===== src/hw/rtl/assert_macros.svh =====
// ---------------------------------------------------------------------------
// assert_macros.svh
// Concurrent assertion shorthands clocked on clk with rst_n as disable.
// ---------------------------------------------------------------------------
`ifndef ASSERT_MACROS_SVH
`define ASSERT_MACROS_SVH

// property must hold at every edge out of reset
`define ASSERT_CHK(lbl, prop, msg) \
  lbl: assert property (@(posedge clk) disable iff (!rst_n) prop) else $error(msg);

// condition must never be true out of reset
`define ASSERT_NEVER(lbl, cond, msg) \
  lbl: assert property (@(posedge clk) disable iff (!rst_n) !(cond)) else $error(msg);

`endif


===== src/hw/rtl/phscr_pkg.sv =====
// ---------------------------------------------------------------------------
// phscr_pkg
// Shared widths, constants and types of the pack header SCR regenerator.
// ---------------------------------------------------------------------------
package phscr_pkg;

  localparam int HIGH_W   = 48;
  localparam int LOW_W    = 32;
  localparam int CLK_W    = 42;
  localparam int BASE_W   = 33;
  localparam int EXT_W    = 9;
  localparam int MUX_W    = 22;
  localparam int STEP_W   = 16;
  localparam int CFG_IDX_W = 2;
  localparam int CFG_DATA_W = 22;

  localparam int FIFO_DEPTH = 4;
  localparam int FIFO_AW    = $clog2(FIFO_DEPTH);
  localparam int FIFO_CW    = $clog2(FIFO_DEPTH + 1);

  localparam logic [CFG_IDX_W-1:0] CFG_REG_SCR_STEP  = 2'd0;
  localparam logic [CFG_IDX_W-1:0] CFG_REG_DEF_MUX   = 2'd1;

  localparam logic [STEP_W-1:0] SCR_STEP_RST = 16'd43886;
  localparam logic [MUX_W-1:0]  MUX_RATE_RST = 22'd25200;

  localparam logic [CLK_W-1:0]  CLK_PER_BASE = 42'd300;
  localparam logic [7:0]        STUFF_BYTE   = 8'hF8;

  // ceil(2^51 / 300): exact floor division by 300 for any 42-bit value
  localparam int              RECIP_SHIFT = 51;
  localparam logic [42:0]     RECIP       = 43'd7505999378951;
  localparam logic [20:0]     RECIP_HI    = RECIP[42:22];
  localparam logic [21:0]     RECIP_LO    = RECIP[21:0];

  typedef struct packed {
    logic             ok;
    logic [CLK_W-1:0] raw_clk;
    logic [MUX_W-1:0] mux_rate;
  } hdr_item_t;

  typedef struct packed {
    logic             mux_we;
    logic [MUX_W-1:0] mux_rate;
  } cfg_wr_t;

endpackage


===== src/hw/rtl/pack_header_scr_regenerator_unit.sv =====
// ---------------------------------------------------------------------------
// pack_header_scr_regenerator_unit
// Rewrites MPEG-2 program stream pack headers with a regenerated SCR.
// ---------------------------------------------------------------------------
// Usage:
//   in_*  : one transfer carries the 10 body bytes of a pack header
//           (in_header_high = bytes 0..5, in_header_low = bytes 6..9).
//   out_* : one transfer per header: repacked bytes, header_ok and the
//           27 MHz clock written into the header.
//   cfg_* : register writes, index 0 scr_step, index 1 default_mux_rate;
//           other indexes are dropped. cfg_ready is always high. Write
//           only while no header is in flight.
// From input transfer to out_valid a header passes front decode,
// queue, clock resolution loop and three divide-by-300 stages feeding
// the output register. Throughput is one header per cycle while
// out_ready is high, set by the compare/add loop that updates the next
// clock. A 4-entry queue keeps in_ready high while the receiver holds
// out_ready low, until the queue fills; the back pipeline holds its
// contents. Reset clears the next clock, restores the register
// defaults and the held mux rate, and empties the pipeline.
// ---------------------------------------------------------------------------
module pack_header_scr_regenerator_unit (
  input  logic                              clk,
  input  logic                              rst_n,
  input  logic                              in_valid,
  output logic                              in_ready,
  input  logic [phscr_pkg::HIGH_W-1:0]      in_header_high,
  input  logic [phscr_pkg::LOW_W-1:0]       in_header_low,
  output logic                              out_valid,
  input  logic                              out_ready,
  output logic [phscr_pkg::HIGH_W-1:0]      out_out_high,
  output logic [phscr_pkg::LOW_W-1:0]       out_out_low,
  output logic                              out_header_ok,
  output logic [phscr_pkg::CLK_W-1:0]       out_clock_used,
  input  logic                              cfg_valid,
  output logic                              cfg_ready,
  input  logic [phscr_pkg::CFG_IDX_W-1:0]   cfg_index,
  input  logic [phscr_pkg::CFG_DATA_W-1:0]  cfg_data
);
  import phscr_pkg::*;

  logic [STEP_W-1:0] scr_step_r;
  cfg_wr_t           cfg_wr;
  logic              cfg_fire;
  logic              f_valid, f_ready;
  hdr_item_t         f_item;
  logic              q_valid, q_pop;
  hdr_item_t         q_item;

  assign cfg_ready = 1'b1;
  assign cfg_fire  = cfg_valid && cfg_ready;

  always_comb begin
    cfg_wr.mux_we   = 1'b0;
    cfg_wr.mux_rate = cfg_data[MUX_W-1:0];
    unique case (cfg_index)
      CFG_REG_DEF_MUX: cfg_wr.mux_we = cfg_fire;
      default:         cfg_wr.mux_we = 1'b0;
    endcase
  end

  always_ff @(posedge clk) begin
    if (!rst_n) begin
      scr_step_r <= SCR_STEP_RST;
    end else if (cfg_fire && (cfg_index == CFG_REG_SCR_STEP)) begin
      scr_step_r <= cfg_data[STEP_W-1:0];
    end
  end

  phscr_front u_front (
    .clk            (clk),
    .rst_n          (rst_n),
    .in_valid       (in_valid),
    .in_ready       (in_ready),
    .in_header_high (in_header_high),
    .in_header_low  (in_header_low),
    .item_valid     (f_valid),
    .item_ready     (f_ready),
    .item           (f_item)
  );

  phscr_fifo u_fifo (
    .clk        (clk),
    .rst_n      (rst_n),
    .push       (f_valid),
    .push_ready (f_ready),
    .push_item  (f_item),
    .pop_valid  (q_valid),
    .pop        (q_pop),
    .pop_item   (q_item)
  );

  phscr_back u_back (
    .clk            (clk),
    .rst_n          (rst_n),
    .scr_step       (scr_step_r),
    .cfg_wr         (cfg_wr),
    .fifo_valid     (q_valid),
    .fifo_pop       (q_pop),
    .fifo_item      (q_item),
    .out_valid      (out_valid),
    .out_ready      (out_ready),
    .out_out_high   (out_out_high),
    .out_out_low    (out_out_low),
    .out_header_ok  (out_header_ok),
    .out_clock_used (out_clock_used)
  );

endmodule


===== src/hw/rtl/phscr_front.sv =====
// ---------------------------------------------------------------------------
// phscr_front
// Input stage: checks marker bits, extracts SCR base, extension and mux
// rate, and forms base*300+ext for the queue.
// ---------------------------------------------------------------------------
module phscr_front (
  input  logic                          clk,
  input  logic                          rst_n,
  input  logic                          in_valid,
  output logic                          in_ready,
  input  logic [phscr_pkg::HIGH_W-1:0]  in_header_high,
  input  logic [phscr_pkg::LOW_W-1:0]   in_header_low,
  output logic                          item_valid,
  input  logic                          item_ready,
  output phscr_pkg::hdr_item_t          item
);
  import phscr_pkg::*;

  logic [7:0]        b0, b1, b2, b3, b4, b5, b6, b7, b8;
  logic [BASE_W-1:0] base;
  logic [EXT_W-1:0]  ext;
  hdr_item_t         dec;
  logic              front_v_r;
  hdr_item_t         front_r;
  logic              adv;

  assign b0 = in_header_high[47:40];
  assign b1 = in_header_high[39:32];
  assign b2 = in_header_high[31:24];
  assign b3 = in_header_high[23:16];
  assign b4 = in_header_high[15:8];
  assign b5 = in_header_high[7:0];
  assign b6 = in_header_low[31:24];
  assign b7 = in_header_low[23:16];
  assign b8 = in_header_low[15:8];

  assign base = {b0[5:3], b0[1:0], b1, b2[7:3], b2[1:0], b3, b4[7:3]};
  assign ext  = {b4[1:0], b5[7:1]};

  always_comb begin
    dec.ok       = (b8[1:0] == 2'b11) && b5[0] && b4[2] && b2[2] &&
                   ((b0 & 8'hC4) == 8'h44);
    dec.raw_clk  = CLK_W'(base) * CLK_PER_BASE + CLK_W'(ext);
    dec.mux_rate = {b6, b7, b8[7:2]};
  end

  assign adv        = !front_v_r || item_ready;
  assign in_ready   = adv;
  assign item_valid = front_v_r;
  assign item       = front_r;

  always_ff @(posedge clk) begin
    if (!rst_n) begin
      front_v_r <= 1'b0;
    end else if (adv) begin
      front_v_r <= in_valid;
    end
  end

  always_ff @(posedge clk) begin
    if (adv && in_valid) begin
      front_r <= dec;
    end
  end

endmodule


===== src/hw/rtl/phscr_fifo.sv =====
// ---------------------------------------------------------------------------
// phscr_fifo
// Short queue of decoded headers between the front and back stages.
// ---------------------------------------------------------------------------
`include "assert_macros.svh"

module phscr_fifo (
  input  logic                 clk,
  input  logic                 rst_n,
  input  logic                 push,
  output logic                 push_ready,
  input  phscr_pkg::hdr_item_t push_item,
  output logic                 pop_valid,
  input  logic                 pop,
  output phscr_pkg::hdr_item_t pop_item
);
  import phscr_pkg::*;

  hdr_item_t            mem_r [FIFO_DEPTH];
  logic [FIFO_AW-1:0]   wr_ptr_r, rd_ptr_r;
  logic [FIFO_CW-1:0]   count_r;
  logic                 do_push;

  assign push_ready = (count_r != FIFO_CW'(FIFO_DEPTH));
  assign pop_valid  = (count_r != '0);
  assign pop_item   = mem_r[rd_ptr_r];
  assign do_push    = push && push_ready;

  always_ff @(posedge clk) begin
    if (!rst_n) begin
      wr_ptr_r <= '0;
      rd_ptr_r <= '0;
      count_r  <= '0;
    end else begin
      if (do_push) begin
        wr_ptr_r <= wr_ptr_r + 1'b1;
      end
      if (pop) begin
        rd_ptr_r <= rd_ptr_r + 1'b1;
      end
      case ({do_push, pop})
        2'b10:   count_r <= count_r + 1'b1;
        2'b01:   count_r <= count_r - 1'b1;
        default: count_r <= count_r;
      endcase
    end
  end

  always_ff @(posedge clk) begin
    if (do_push) begin
      mem_r[wr_ptr_r] <= push_item;
    end
  end

  `ASSERT_NEVER(a_fifo_over, count_r > FIFO_CW'(FIFO_DEPTH), "queue count beyond depth")
  `ASSERT_NEVER(a_fifo_under, pop && (count_r == '0), "pop from empty queue")

endmodule


===== src/hw/rtl/phscr_back.sv =====
// ---------------------------------------------------------------------------
// phscr_back
// Clock resolution loop, divide-by-300 pipeline and header repacking with
// the output register.
// ---------------------------------------------------------------------------
`include "assert_macros.svh"

module phscr_back (
  input  logic                          clk,
  input  logic                          rst_n,
  input  logic [phscr_pkg::STEP_W-1:0]  scr_step,
  input  phscr_pkg::cfg_wr_t            cfg_wr,
  input  logic                          fifo_valid,
  output logic                          fifo_pop,
  input  phscr_pkg::hdr_item_t          fifo_item,
  output logic                          out_valid,
  input  logic                          out_ready,
  output logic [phscr_pkg::HIGH_W-1:0]  out_out_high,
  output logic [phscr_pkg::LOW_W-1:0]   out_out_low,
  output logic                          out_header_ok,
  output logic [phscr_pkg::CLK_W-1:0]   out_clock_used
);
  import phscr_pkg::*;

  logic              adv, pop;
  logic [CLK_W-1:0]  next_clock_r, next_clock_nxt;
  logic [MUX_W-1:0]  held_mux_r, held_mux_nxt;
  logic              seen_valid_r;
  logic [CLK_W-1:0]  clk_sel;

  // loop stage
  logic              l_v_r, l_ok_r;
  logic [CLK_W-1:0]  l_clk_r;
  logic [MUX_W-1:0]  l_mux_r;
  // partial products
  logic              d1_v_r, d1_ok_r;
  logic [CLK_W-1:0]  d1_clk_r;
  logic [MUX_W-1:0]  d1_mux_r;
  logic [42:0]       pp00_r, pp10_r;
  logic [41:0]       pp01_r, pp11_r;
  // half sums
  logic              d2_v_r, d2_ok_r;
  logic [CLK_W-1:0]  d2_clk_r;
  logic [MUX_W-1:0]  d2_mux_r;
  logic [64:0]       sa_r, sb_r;
  // quotient
  logic              d3_v_r, d3_ok_r;
  logic [CLK_W-1:0]  d3_clk_r;
  logic [MUX_W-1:0]  d3_mux_r;
  logic [BASE_W-1:0] q_r;
  logic [85:0]       prod_sum;
  // output
  logic              out_v_r;
  logic [HIGH_W-1:0] out_high_r;
  logic [LOW_W-1:0]  out_low_r;
  logic              out_ok_r;
  logic [CLK_W-1:0]  out_clk_r;
  logic [17:0]       q300;
  logic [EXT_W-1:0]  rem;
  logic [BASE_W-1:0] th;

  assign adv      = !out_v_r || out_ready;
  assign pop      = fifo_valid && adv;
  assign fifo_pop = pop;

  always_comb begin
    clk_sel        = next_clock_r;
    next_clock_nxt = next_clock_r;
    held_mux_nxt   = held_mux_r;
    if (fifo_item.ok) begin
      clk_sel        = (fifo_item.raw_clk < next_clock_r) ? next_clock_r : fifo_item.raw_clk;
      next_clock_nxt = clk_sel + CLK_W'(scr_step);
      held_mux_nxt   = fifo_item.mux_rate;
    end
  end

  always_ff @(posedge clk) begin
    if (!rst_n) begin
      next_clock_r <= '0;
      held_mux_r   <= MUX_RATE_RST;
      seen_valid_r <= 1'b0;
      l_v_r        <= 1'b0;
      d1_v_r       <= 1'b0;
      d2_v_r       <= 1'b0;
      d3_v_r       <= 1'b0;
      out_v_r      <= 1'b0;
    end else begin
      if (pop) begin
        next_clock_r <= next_clock_nxt;
        held_mux_r   <= held_mux_nxt;
        if (fifo_item.ok) begin
          seen_valid_r <= 1'b1;
        end
      end else if (cfg_wr.mux_we && !seen_valid_r) begin
        held_mux_r <= cfg_wr.mux_rate;
      end
      if (adv) begin
        l_v_r   <= pop;
        d1_v_r  <= l_v_r;
        d2_v_r  <= d1_v_r;
        d3_v_r  <= d2_v_r;
        out_v_r <= d3_v_r;
      end
    end
  end

  assign prod_sum = 86'(sa_r) + (86'(sb_r) << 21);
  assign th       = q_r;
  assign q300     = 18'(q_r[8:0]) * 18'd300;
  assign rem      = d3_clk_r[8:0] - q300[8:0];

  always_ff @(posedge clk) begin
    if (adv) begin
      l_ok_r   <= fifo_item.ok;
      l_clk_r  <= clk_sel;
      l_mux_r  <= held_mux_nxt;

      d1_ok_r  <= l_ok_r;
      d1_clk_r <= l_clk_r;
      d1_mux_r <= l_mux_r;
      pp00_r   <= 43'(l_clk_r[20:0]) * 43'(RECIP_LO);
      pp01_r   <= 42'(l_clk_r[20:0]) * 42'(RECIP_HI);
      pp10_r   <= 43'(l_clk_r[41:21]) * 43'(RECIP_LO);
      pp11_r   <= 42'(l_clk_r[41:21]) * 42'(RECIP_HI);

      d2_ok_r  <= d1_ok_r;
      d2_clk_r <= d1_clk_r;
      d2_mux_r <= d1_mux_r;
      sa_r     <= 65'(pp00_r) + (65'(pp01_r) << 22);
      sb_r     <= 65'(pp10_r) + (65'(pp11_r) << 22);

      d3_ok_r  <= d2_ok_r;
      d3_clk_r <= d2_clk_r;
      d3_mux_r <= d2_mux_r;
      q_r      <= prod_sum[RECIP_SHIFT+BASE_W-1:RECIP_SHIFT];

      out_ok_r   <= d3_ok_r;
      out_clk_r  <= d3_clk_r;
      out_high_r <= {2'b01, th[32:30], 1'b1, th[29:28],
                     th[27:20],
                     th[19:15], 1'b1, th[14:13],
                     th[12:5],
                     th[4:0], 1'b1, rem[8:7],
                     rem[6:0], 1'b1};
      out_low_r  <= {d3_mux_r[21:14], d3_mux_r[13:6], d3_mux_r[5:0], 2'b11, STUFF_BYTE};
    end
  end

  assign out_valid      = out_v_r;
  assign out_out_high   = out_high_r;
  assign out_out_low    = out_low_r;
  assign out_header_ok  = out_ok_r;
  assign out_clock_used = out_clk_r;

  `ASSERT_CHK(a_next_hold, !pop |=> $stable(next_clock_r), "next clock moved without a transfer")
  `ASSERT_CHK(a_bad_uses_next, (pop && !fifo_item.ok) |=> (l_clk_r == $past(next_clock_r)), "invalid header did not take next clock")
  `ASSERT_CHK(a_pop_fills, pop |=> l_v_r, "popped header lost at loop stage")

endmodule

===== config.mk =====
export PLATFORM = sky130hd
export DESIGN_NAME = pack_header_scr_regenerator_unit
export DESIGN_NICKNAME = d
export VERILOG_FILES = /design/src/hw/rtl/phscr_pkg.sv /design/src/hw/rtl/pack_header_scr_regenerator_unit.sv /design/src/hw/rtl/phscr_front.sv /design/src/hw/rtl/phscr_fifo.sv /design/src/hw/rtl/phscr_back.sv
export VERILOG_INCLUDE_DIRS = /design/src /design/src/hw/rtl
export SDC_FILE = /design/constraint.sdc
export NUM_CORES = 2
export LEC_CHECK = 0
export BUFFER_PORTS_ARGS = -buffer_cell sky130_fd_sc_hd__buf_4
export CAP_MARGIN = 0
export CORE_MARGIN = 2
export CORE_UTILIZATION = 40
export CTS_BUF_LIST = sky130_fd_sc_hd__clkbuf_4
export CTS_CLUSTER_SIZE = 25
export DETAILED_ROUTE_END_ITERATION = 10
export GPL_TIMING_DRIVEN = 0
export PLACE_DENSITY_LB_ADDON = 0.2
export SLEW_MARGIN = 20
export SYNTH_ARGS = -nofsm -noshare
export SYNTH_HDL_FRONTEND = slang
export SYNTH_SLANG_ARGS = --single-unit

===== constraint.sdc =====
create_clock -name clk -period 15.6 [get_ports clk]
set_input_delay 3.12 -clock clk [delete_from_list [all_inputs] [get_ports clk]]
set_output_delay 3.12 -clock clk [all_outputs]
set_load 0.02 [all_outputs]

### After elaboration in Yosys (flattened, before gate mapping)

Memory sizes are Yosys's and may differ from the RTL's. A register that Yosys moved wholly into a read port is not among the register bits.
Index checks and enable logic that the tools add are counted.

| word-level totals | value |
|---|---|
| input port bits | 109 |
| output and inout bits | 126 |
| memories kept | 1 |
| RAM bits | 260 |
| bits in registers | 856 |

| operators by class | value |
|---|---|
| order comparisons | 1 |
| equality and inequality tests | 6 |
| multipliers | 6 |
| add/sub/neg operators | 10 |
| reductions and logical operators | 19 |
| multiplexer cells | 11 |

Memories:

| name | words | bits a word | read ports | clocked after Yosys merged registers in | wr ports | line | text |
|---|---|---|---|---|---|---|---|
| u_fifo.mem_r | 4 | 65 | 1 | 1 | 1 | phscr_fifo.sv:19 | `hdr_item_t mem_r [FIFO_DEPTH];` |

Operator list:

| cell | count |
|---|---|
| 21-bit by 22-bit multiplier with 43-bit output (second input constant) | 2 |
| 65-bit by 84-bit adder with 84-bit output | 1 |
| 42-bit two-way mux | 2 |
| 22-bit two-way mux | 3 |
| 43-bit by 64-bit adder with 65-bit output | 1 |
| 43-bit by 63-bit adder with 63-bit output | 1 |
| 42-bit by 16-bit adder with 42-bit output | 1 |
| 42-bit by 9-bit adder with 42-bit output | 1 |
| 42-bit < comparator | 1 |
| 21-bit by 21-bit multiplier with 42-bit output (second input constant) | 1 |
| 21-bit by 21-bit multiplier with 41-bit output (second input constant) | 1 |
| 33-bit by 7-bit multiplier with 40-bit output (second input constant) | 1 |
| 1-bit logical AND | 9 |
| 9-bit by 7-bit multiplier with 7-bit output (second input constant) | 1 |
| 9-bit subtractor | 1 |
| 3-bit case mux with 2 select lines | 1 |
| 2-bit by 1-bit adder with 2-bit output (second input constant) | 2 |
| 2-bit by 1-bit == test with 1-bit output (second input constant) | 2 |
| 2-bit == test (second input constant) | 2 |
| 2-bit two-way mux | 2 |
| 2-bit nonzero test | 2 |
| 3-bit by 1-bit adder with 3-bit output (second input constant) | 1 |
| 3-bit by 2-bit == test with 1-bit output (second input constant) | 1 |
| 1-bit logical NOT | 3 |
| 7 further kinds | 10 |

### Longest topological paths before layout

| logic depth | value |
|---|---|
| depth in word-level cells | 5 |
| mapped depth | 33 |
| depth with buffers taken out | 26 |

### Hierarchy

A second synthesis with hierarchy kept.

| unflattened totals | value |
|---|---|
| cell total of the unflattened synthesis | 6354 |
| area, all modules | 77120.2 µm² |

Modules (own cells, without submodules):

| module | instances | cells an instance | area an instance (µm²) |
|---|---|---|---|
| phscr_back | 1 | 5056 | 58486.1 |
| phscr_fifo | 1 | 390 | 9892.0 |
| phscr_front | 1 | 833 | 7945.1 |
| pack_header_scr_regenerator_unit | 1 | 75 | 797.0 |

### Worst setup path before layout

OpenSTA, ideal clock, no wires.

| path | value |
|---|---|
| path type | input to register |
| start | input port out_ready |
| end | register u_back.d1_clk_r[10] (enable) |
| stages | 2 |
| slack | -0.901 ns |
| data required time | 14.617 ns |
| setup time | 0.983 ns |
| arrival | 15.518 ns |
| cell sequence | nor2b_1 inv_1 |

| between the ends | value |
|---|---|
| longest elaborated chain between the ends | 1 |

Ends and longest elaborated chain:

| what | line | text |
|---|---|---|
| start, declared | pack_header_scr_regenerator_unit.sv:30 | `input logic out_ready,` |
| 1-bit logical OR | phscr_back.sv:62 | `assign adv = !out_v_r \|\| out_ready;` |
| named net u_back.adv | phscr_back.sv:25 | `logic adv, pop;` |
| end signal, assigned | phscr_back.sv:119 | `d1_clk_r <= l_clk_r;` |
| end, declared | phscr_back.sv:37 | `logic [CLK_W-1:0] d1_clk_r;` |

The timed path passes the listed nets, and every way through them passes these cells.
A chain may end at the register's enable or synchronous reset.

==> qor.txt <==
number of distinct library cells after synthesis = 96
share of the clock period used by the worst path after layout = 74.5%
count of yosys warnings during synthesis = 0
total number of H-tree levels = 5
fill cell count = 17563
buffer depth of the longest clock path = 4
CTS tree = built
final worst clock skew = 0.139 ns
number of buffers added by the clock tree synthesis step = 304
final weighted congestion in routability-driven placement = 0.917
clock transition at the register clock pins on the worst setup and hold paths after CTS = 0.08 ns
CP endpoint kind = register
dpl cells = 8906
Synth Register Bits = 1058
worst hold path class = reg2reg
Mapped Cells = 6159
post-detailed-placement half-perimeter wirelength = 142 mm
crit-path leading delay family = buffers and inverters
slowest cell delay on critical path = 0.80 ns
CP max-delay cell = sky130_fd_sc_hd__a21oi_1
Setup Viol. Count Final = 0
data arrival time of the critical path = 12.77 ns
antenna violations before repair = 6
Skew-Pair Late Insertion Delay = 1.33 ns
NumNets Final = 8491
Layout area overhead = 12.0%
fraction of the yosys area taken by sequential cells = 40.6%
number of buffers added to fix hold violations after cts = 0
port buffer count = 208
worst relative slew slack = 24.5%
x dimension of the die = 440 microns
CP most frequent cell = sky130_fd_sc_hd__clkbuf_1
effective utilization at floorplan = 40.3%
detailed-route vias per instance = 5.01
buffer type at the clock tree root = sky130_fd_sc_hd__clkbuf_4
Crit Path Max Fanout = 10
aggregate global-route resource usage = 19.0%
Total Die Area = 0.193 sq mm
Initial DRT Pass Iterations = 6
die height = 440 microns
run status = finished, final reports clean
DRC viols = 0
Final Instance Area = 0.0850 sq mm
highest attainable clock frequency = 86.0 MHz
crit path setup slack, layout = 3.98 ns
CORE AREA = 0.188 sq mm
most frequent cells in the layout = 1057 x sky130_fd_sc_hd__ha_1, 1010 x sky130_fd_sc_hd__inv_1, 962 x sky130_fd_sc_hd__edfxtp_1
Worst-Margin Slew = 1.13 ns
non-filler cells in the finished layout = 9421
Total Neg Setup Slack = 0 ns
max-cap violation count = 0
commonest register cell after synthesis = sky130_fd_sc_hd__edfxtp_1
EDFF count, synth = 962
Synth Cell Area = 0.0759 sq mm
post-CTS sizing = 0
placed cell area = 0.0813 sq mm
fraction of final layout cells with drive strength greater than 1 = 12.4%
critical path launch point type = register
setup repair after global routing missed its margin = no
final slew viol count = 0
buffers and inverters on the worst path = 9
crit path time final = 11.62 ns
first-pass GRT wire length = 281 mm
commonest non-fill, non-tap cell in the layout = sky130_fd_sc_hd__ha_1
vias in the first global route = 49124
share of synthesized flip-flops with an asynchronous set or reset = 0%
Site Rows = 159
final routed wire length divided by cell count = 19.2 microns
final hold viol count = 0
category of the critical setup timing path = reg2reg
global route overflow = 0
I/O pin total = 235
CP required = 16.75 ns
antenna violation net count after detailed routing = 0
clock tree sinks = 1058
Final Routed Wirelength = 181 mm
post-CTS setup buffer count = 0
First DRT Iteration DRCs = 2642
worst slack, placed = 3.94 ns
post-synthesis area per instance = 12.3 sq um
vias = 47224
pin count of the biggest net entering global routing = 39
[cell type report]
class	instances	area, sq um	area share (%)
Inverter	1013	3810	4.48
Sequential cell	1058	30800	36.2
Clock inverter	79	453	0.533
Timing Repair Buffer	240	2230	2.62
Multi-Input combinational cell	3998	40900	48.1
Tap cell	2495	3120	3.67
Antenna cell	6	15.0	0.0177
Clock buffer	427	3210	3.77
Buffer	105	473	0.556
[worst register-to-register path, delay by kind of cell, from the launching register on]
kind	cells	cell delay (ns)
AO/OA/AOI/OAI	14	4.32
adder cells (fa/ha/maj)	2	0.66
buffers and inverters	9	4.90
flip-flops	1	0.34
multiplexers	1	0.47
AND/OR/NAND/NOR	6	0.77
[path summary, 6_finish.rpt]
| path | from | endpoint | slack (ns) | cells past startpoint |
|---|---|---|---|---|
| max | register | u_back.next_clock_r[38]$_SDFFE_PN0P_ | 3.98 | 32 |
| min | u_back.pp10_r[11]$_DFFE_PN_ | u_back.sb_r[11]$_DFFE_PN_ | 0.32 | 0 |
| min reg2reg | u_back.pp10_r[11]$_DFFE_PN_ | u_back.sb_r[11]$_DFFE_PN_ | 0.32 | 0 |
| max reg2reg | register | u_back.next_clock_r[38]$_SDFFE_PN0P_ | 3.98 | 32 |
[per-stage QoR]
stage / utilization [%] / hold slack, ns
after floorplan: - / 0.400
after global placement: 42.9 / 0.403
after detailed placement: 43.2 / 0.405
after CTS: 45.1 / 0.310
after global routing: 45.2 / 0.330
final: 45.2 / 0.316
[routing by layer]
metal	vias up	part of all wire, %	wire length (microns)	global-route usage, %
met5	-	0.0061	11	0
met4	2	2.3	4130	5.43
met3	255	4.6	8240	3.38
met2	1030	47	85300	31.1
met1	23131	46	83400	25.8
li1	22806	-	-	-
[cells by family after synthesis]
| group | after synthesis | synth area share [%] |
|---|---|---|
| adders and majority gates | 1662 | 33.4 |
| buffers and inverters | 1118 | 5.63 |
| DFF | 1058 | 40.6 |
| and+or+nand+nor | 977 | 6.29 |
| AOI/OAI and AO/OA | 907 | 7.76 |
| xor gates and xnor gates | 315 | 3.63 |
| muxes | 120 | 2.70 |
| other | 2 | 0.00989 |
[registers in the layout, indices dropped and copies added (netlist names), 40 cells and up, named ones only]
| signal | count |
|---|---|
| u_back.l_clk_r | 42 |
| u_back.sa_r | 45 |
| u_back.pp11_r | 41 |
| u_back.out_out_high | 40 |
| u_front.item | 65 |
| u_back.out_clock_used | 42 |
| u_back.pp01_r | 42 |
| u_back.d3_clk_r | 42 |
| u_back.d2_clk_r | 40 |
| u_back.next_clock_r | 42 |
| u_back.sb_r | 63 |
| u_back.pp10_r | 42 |
| u_fifo.mem_r | 260 |
[synth_stat cells, types with 10 or more instances]
master                         n  area share [%]
sky130_fd_sc_hd__buf_4        19            0.19
sky130_fd_sc_hd__nor4_1       14            0.12
sky130_fd_sc_hd__and4_1       16            0.18
sky130_fd_sc_hd__edfxtp_1    962              38
sky130_fd_sc_hd__dfxtp_1      96             2.5
sky130_fd_sc_hd__o21a_1       46            0.45
sky130_fd_sc_hd__o2111ai_1    13            0.15
sky130_fd_sc_hd__a211oi_1     21            0.21
sky130_fd_sc_hd__or3_1        13            0.11
sky130_fd_sc_hd__mux2i_1      29            0.38
sky130_fd_sc_hd__nand4_1      44            0.36
sky130_fd_sc_hd__clkbuf_1     70            0.35
sky130_fd_sc_hd__nand2_1     280             1.4
sky130_fd_sc_hd__mux2_2       26            0.39
sky130_fd_sc_hd__nor2_1      239             1.2
sky130_fd_sc_hd__a31oi_1      50            0.41
sky130_fd_sc_hd__a21boi_0     23            0.23
sky130_fd_sc_hd__a21o_1      146             1.4
sky130_fd_sc_hd__nor3_1       48            0.32
sky130_fd_sc_hd__and3_1       44            0.36
sky130_fd_sc_hd__o21bai_1     26            0.26
sky130_fd_sc_hd__fa_1        605              16
sky130_fd_sc_hd__nand2b_1     36            0.30
sky130_fd_sc_hd__nand3_1     113            0.75
sky130_fd_sc_hd__a21oi_1     250             1.6
sky130_fd_sc_hd__and2_1       34            0.28
sky130_fd_sc_hd__or2_2        11           0.091
sky130_fd_sc_hd__o211ai_1     16            0.16
sky130_fd_sc_hd__o21ai_0     180             1.2
sky130_fd_sc_hd__nor2b_1      42            0.35
sky130_fd_sc_hd__buf_1        10           0.049
sky130_fd_sc_hd__inv_1      1011             5.0
sky130_fd_sc_hd__mux4_2       65             1.9
sky130_fd_sc_hd__xnor2_1     238             2.7
sky130_fd_sc_hd__ha_1       1057              17
sky130_fd_sc_hd__xor2_1       77            0.89
sky130_fd_sc_hd__o31ai_1      13            0.13
Power is not shown: default switching activity piles up to over one toggle a cycle in this logic, so the estimate is an artifact.
